--- src/rtl/core/swpt_pkg.sv ---
// ----------------------------------------------------------------------------
// swpt_pkg
// Shared widths, codes and controller/datapath handshake types for the step
// waveform pattern table.
// ----------------------------------------------------------------------------
package swpt_pkg;

  // default sizing of the table
  localparam int NUM_RULES_DEF  = 8;
  localparam int MAX_POINTS_DEF = 16;
  localparam int VALUE_BITS_DEF = 32;

  // fixed field widths
  localparam int KIND_W   = 2;
  localparam int ID_W     = 4;
  localparam int SECS_W   = 31;
  localparam int PERIOD_W = SECS_W + 1;
  localparam int SAMPLE_W = 32;
  localparam int STATUS_W = 2;

  // request kinds
  localparam logic [KIND_W-1:0] KIND_ADD   = 2'd0;
  localparam logic [KIND_W-1:0] KIND_QUERY = 2'd1;
  localparam logic [KIND_W-1:0] KIND_CHECK = 2'd2;

  // result status codes
  localparam logic [STATUS_W-1:0] ST_DONE      = 2'd0;
  localparam logic [STATUS_W-1:0] ST_NOT_FOUND = 2'd1;
  localparam logic [STATUS_W-1:0] ST_FULL      = 2'd2;

  // commands from the controller to the datapath
  typedef struct packed {
    logic load;       // latch the accepted request
    logic classify;   // decode request, open a rule, read per-rule memories
    logic add_exec;   // store one point of the open rule
    logic add_close;  // write back time-zero point, period and count
    logic div_start;  // start time modulo period
    logic scan_init;  // reset the point scan
    logic scan_step;  // advance the point scan
    logic scan_fin;   // stage query result
    logic check;      // compare and update remembered value
    logic emit;       // move staged result to the output register
  } cmd_t;

  // status from the datapath to the controller
  typedef struct packed {
    logic [KIND_W-1:0] kind;
    logic              early;      // result already known after decode
    logic              last;       // request closes the open rule
    logic              div_busy;
    logic              scan_done;
    logic              out_free;   // output register can take a result
  } flags_t;

endpackage

--- src/rtl/core/swpt_ctrl.sv ---
// ----------------------------------------------------------------------------
// swpt_ctrl
// Controller: sequences one request at a time through decode, add, query
// (modulo then scan) or change check, then hands the result out.
// ----------------------------------------------------------------------------
module swpt_ctrl (
  input  logic             clk,
  input  logic             rst,
  input  logic             req_valid,
  output logic             req_ready,
  input  swpt_pkg::flags_t flags,
  output swpt_pkg::cmd_t   cmd
);

  typedef enum logic [8:0] {
    S_IDLE      = 9'b000000001,
    S_DECODE    = 9'b000000010,
    S_ADD_EXEC  = 9'b000000100,
    S_ADD_CLOSE = 9'b000001000,
    S_Q_START   = 9'b000010000,
    S_Q_DIV     = 9'b000100000,
    S_Q_SCAN    = 9'b001000000,
    S_CHECK     = 9'b010000000,
    S_FINISH    = 9'b100000000
  } state_t;

  state_t state;
  state_t state_next;

  always_ff @(posedge clk) begin
    if (rst) begin
      state <= S_IDLE;
    end else begin
      state <= state_next;
    end
  end

  // next state and commands
  always_comb begin
    state_next = state;
    cmd        = '0;
    req_ready  = 1'b0;
    unique case (state)
      S_IDLE: begin
        req_ready = 1'b1;
        if (req_valid) begin
          cmd.load   = 1'b1;
          state_next = S_DECODE;
        end
      end
      S_DECODE: begin
        cmd.classify = 1'b1;
        priority if (flags.early) begin
          state_next = S_FINISH;
        end else if (flags.kind == swpt_pkg::KIND_ADD) begin
          state_next = S_ADD_EXEC;
        end else if (flags.kind == swpt_pkg::KIND_QUERY) begin
          state_next = S_Q_START;
        end else begin
          state_next = S_CHECK;
        end
      end
      S_ADD_EXEC: begin
        cmd.add_exec = 1'b1;
        state_next   = flags.last ? S_ADD_CLOSE : S_FINISH;
      end
      S_ADD_CLOSE: begin
        cmd.add_close = 1'b1;
        state_next    = S_FINISH;
      end
      S_Q_START: begin
        cmd.div_start = 1'b1;
        state_next    = S_Q_DIV;
      end
      S_Q_DIV: begin
        if (!flags.div_busy) begin
          cmd.scan_init = 1'b1;
          state_next    = S_Q_SCAN;
        end
      end
      S_Q_SCAN: begin
        cmd.scan_step = 1'b1;
        if (flags.scan_done) begin
          cmd.scan_fin = 1'b1;
          state_next   = S_FINISH;
        end
      end
      S_CHECK: begin
        cmd.check  = 1'b1;
        state_next = S_FINISH;
      end
      S_FINISH: begin
        if (flags.out_free) begin
          cmd.emit   = 1'b1;
          state_next = S_IDLE;
        end
      end
      default: begin
        state_next = S_IDLE;
      end
    endcase
  end

endmodule

--- config.mk ---
export PLATFORM = sky130hd
export DESIGN_NAME = swpt_ctrl
export DESIGN_NICKNAME = d
export VERILOG_FILES = /design/src/rtl/core/swpt_pkg.sv /design/src/rtl/core/swpt_ctrl.sv
export SDC_FILE = /design/constraint.sdc
export NUM_CORES = 1
export LEC_CHECK = 0
export BUFFER_PORTS_ARGS = -buffer_cell sky130_fd_sc_hd__buf_4
export CAP_MARGIN = 40
export CORE_MARGIN = 2
export CORE_UTILIZATION = 45
export CTS_BUF_LIST = sky130_fd_sc_hd__clkbuf_4 sky130_fd_sc_hd__clkbuf_8 sky130_fd_sc_hd__clkbuf_16
export CTS_CLUSTER_DIAMETER = 60
export DETAILED_ROUTE_END_ITERATION = 10
export GPL_TIMING_DRIVEN = 0
export PLACE_DENSITY = 0.79
export SYNTH_ARGS = -nofsm -noshare
export SYNTH_HDL_FRONTEND = slang
export SYNTH_SLANG_ARGS = --single-unit
--- constraint.sdc ---
create_clock -name clk -period 2.8 [get_ports clk]
set_clock_uncertainty 0.05 [all_clocks]
set_input_delay 0.28 -clock clk [delete_from_list [all_inputs] [get_ports clk]]
set_output_delay 0.28 -clock clk [all_outputs]
set_load 0.03 [all_outputs]
==> impl_summary.md <==
Status
The flow ran to the end, and the final reports show no timing, DRC or antenna violations.

Clock tree
The clock net sink count is 9. The clock transition at the register clock pins on the worst setup and hold paths after CTS is 70 ps. TritonCTS built the clock tree. The post-cts resize count is 0.

The tree is rooted in a sky130_fd_sc_hd__clkbuf_4. CTS built an H-tree with a depth of 1. The clock latency reported for the late side of the worst-skew pair is 270 ps. The number of buffers created by CTS is 3.

The count of hold-fix buffers inserted at cts is 0. The buffer depth of the longest clock path is 2. The number of buffers added for setup after CTS is 0.

Power and ir drop
The switching part of the total power is 0.3395. Of the total power, the clock network draws 0.293. The reported leakage power is 0.3985 nW. Across the VDD grid, the largest voltage drop is 0.3148 mV. Internal power comes to 257.2 uW. The part of the total power dissipated in sequential elements is 0.373. For this design the ratio of total power to cell area is 463.8 nW/um^2. Of the total power, combinational logic draws 0.334. Summed over all nets, the switching power comes to 132.2 uW.

Floorplanning
The initial standard-cell utilization of the core is 0.4862. The top-level port count is 21. The vertical die dimension is 41.73 um. The die is 41.73 um wide. The die covers 1741 sq um. The region available for standard cell placement spans 1318 sq um. The number of core rows is 13.

Critical path
The data required time at the worst endpoint is 2470 ps. The path type of the worst setup path is reg -> out. The largest individual stage delay along the critical path comes from the cell sky130_fd_sc_hd__nor3_1.

STA puts the critical path data arrival time at 1970 ps. The number of buffers and inverters on the critical path is 2. The worst setup path is captured at a primary output. The largest incremental delay on the critical path is 590 ps. The critical path goes through buf_2 > nor3_1 > nand2_1 > nor4_1 > buf_4. The cell type group with the largest total delay on the critical path is simple AND/OR/NAND/NOR gates. The biggest fanout along the worst timing path is 8. The type of origin of the critical path is a flip-flop. Setup slack on the worst reg-to-reg path comes out at 880 ps.

Cells and area
The number of inserted diodes is 0. The final core utilization is 0.6372. Counting flops per register, the top entry is state.

The number of non-filler instances in the completed layout is 117. With fillers left out, the area of the finished cells amounts to 839.6 sq um. The number of flip-flops in the largest register is 9. The area added between synthesis and finish is 31.05%. The fraction of final layout cells sized beyond drive strength 1 is 0.3235. The final net count is 113. The largest registers in the layout are state: 9 flops.

Timing
The highest clock rate is 434.9 MHz. Summed over all failing endpoints, the final setup total negative slack is 0 ps. The measured slew at the worst slew-check pin is 745.4 ps. The number of hold violations in the final report came to 0. Of the available clock period, the critical path in the final layout requires 0.8212. The max-slew violation total from the final report came to 0. Setup repair after global routing left no endpoint under its margin. The final critical path time including I/O delays and setup is 2299 ps.

The max-slew headroom at the worst pin is 0.4992. The total of endpoints with negative setup slack in the final report is 0.

Placed design
Summing all placed instances gives a cell area of 809.5 sq um. Routability-driven placement finished with a final weighted congestion of 0.8699. The number of port buffers is 20.

Detailed placement ended at an HPWL of 1209 um. After detailed placement, the design holds a cell count of 113.

Logic synthesis
The mean post-synth cell area is 8.213 sq um. The post-synthesis xor/xnor area fraction is 0.04102. The simple logic cell fraction of the synthesized area is 0.4727. In the post-synthesis netlist, the cell with the most instances is sky130_fd_sc_hd__dfxtp_1. Synthesis produced 78 cells. The main combinational cell family by area after synthesis is simple AND/OR/NAND/NOR gates. The register bit count reported by yosys is 9. The proportion of netlist area held by the largest area contributor is 0.2813. The synthesized netlist occupies a cell area of 640.6 sq um. The synthesized design spends more area on one cell type than any other, namely sky130_fd_sc_hd__dfxtp_1.

The number of distinct standard cells referenced by the synthesized netlist is 36. In the synthesized netlist the dominant register cell turns out to be sky130_fd_sc_hd__dfxtp_1. After synthesis, the most frequently instantiated cells are 9 x sky130_fd_sc_hd__dfxtp_1, 6 x sky130_fd_sc_hd__inv_1, 6 x sky130_fd_sc_hd__nand4_1. The share of synthesized area occupied by flip-flops and latches is 0.2813. The count of synthesis-stage warnings from yosys is 0. In the post-synthesis netlist, the biggest area contributors are sky130_fd_sc_hd__dfxtp_1 28%, sky130_fd_sc_hd__nand4_1 5.9%, sky130_fd_sc_hd__nor2b_1 3.9%.

The async set-or-reset flop fraction in the synthesized netlist is 0. The area fraction in compound gates after synthesis is 0.1270. Of the post-synthesis cell area, the part taken by muxes is 0. The count of flip-flops with a built-in enable after synthesis is 0. Of the total synthesized cell area, the portion taken by full adders, half adders and majority gates is 0. The total nets after synthesis is 88.

Drt
The number of remaining DRC errors is 0. The wire length per cell is 13.67 um. The first TritonRoute pass finished after 4 iterations. After detailed routing, the wire length on met1 is 675 um. The remaining antenna violation count is 0. The routed layout has 697 vias.

The final layout contains routed wiring with a total length of 1599 um. Dividing the detail-routed via count by the number of cells gives 5.957. The initial detailed-routing violation count is 25. After detailed routing, the met3 layer carries 97 um of wire. The wire length on met2 is 785 um. The highest metal layer carrying signal wires in the routed design is met4.

Global routing
The sum of overflow across all layers after global routing is 0. The initial antenna violation count was 0. For this run, the total global-route usage over all layers was measured as 0.2056.

The number of global-route vias before repair is 643. The global-route wire length before repair is 2760 um. The largest net degree at the start of global routing is 10.

Worst hold path
The path class of the tightest hold or removal check is in -> reg.

Job
The count of maximum capacitance violations is 0.
==> metal layers <==
layer / vias to the layer above / track usage
li1: 345 / -
met1: 321 / 0.2454
met2: 25 / 0.3344
met3: 6 / 0.03043
met4: 0 / 0.1419
met5: - / 0
==> logic make-up after synthesis <==
kind of cell,after synthesis
buf+inv,9
flops,9
simple gates,45
compound gates,12
xor+xnor,3
==> worst paths after layout <==
kind,startpoint,end,cells past startpoint
worst max-delay path,state[3],cmd[0],5
worst max register to register,state[3],state[0],5
worst min-delay path,flags[5],state[2],2
worst min register to register,state[1],state[1],3
==> cells in the final DEF (no fill, tap or decap), drive strengths merged, types with 2 or more instances in the layout <==
cell type and instances:
buf 23, dfxtp 9, inv 6, nand4 6, nor2 5, nor2b 4
clkbuf 4, nor3 3, nand2b 3, and2 3, o21ai 3, and3 3
nand2 3, nor4 3, nand4b 2, nand3 2, nor4b 2, xor2 2
a21oi 2, nor3b 2
==> worst reg2reg max path, cell delays in order (launching register included) <==
cell and delay, ps:
sky130_fd_sc_hd__dfxtp_1 300, sky130_fd_sc_hd__buf_2 160, sky130_fd_sc_hd__nor3_1 590, sky130_fd_sc_hd__nand4b_1 300
sky130_fd_sc_hd__nand4_1 200, sky130_fd_sc_hd__o311ai_0 170
==> through the flow <==
stage / total power [mW] / setup WS, ps / hold WS [ps]
6_report: 0.3894 / 500.7 / 129.4
2_1_floorplan: 0.2340 / 556.4 / 299.1
3_3_place_gp: 0.2742 / 941.1 / 396.5
5_1_grt: 0.4109 / 273.9 / 128.0
4_1_cts: 0.3912 / 547.5 / 127.3
3_5_place_dp: 0.2773 / 840.0 / 404.2
==> power groups by stage <==
stage	Clock (mW)	Sequential, mW	Combinational, mW
6_report	0.114	0.145	0.130
5_1_grt	0.122	0.147	0.142
4_1_cts	0.117	0.145	0.130
3_5_place_dp	0	0.148	0.130
3_3_place_gp	0	0.147	0.127
2_1_floorplan	0	0.145	0.0886
==> layout make-up <==
cell class | instances | area, sq um
Tap cell | 15 | 18.77
Fill cell | 126 | 478.0
Timing Repair Buffer | 20 | 150.1
Multi-Input combinational cell | 60 | 410.4
Inverter | 6 | 22.52
Clock buffer | 4 | 30.03
Sequential cell | 9 | 180.2
Buffer | 3 | 27.53
Power figures use the tool's default switching activity.
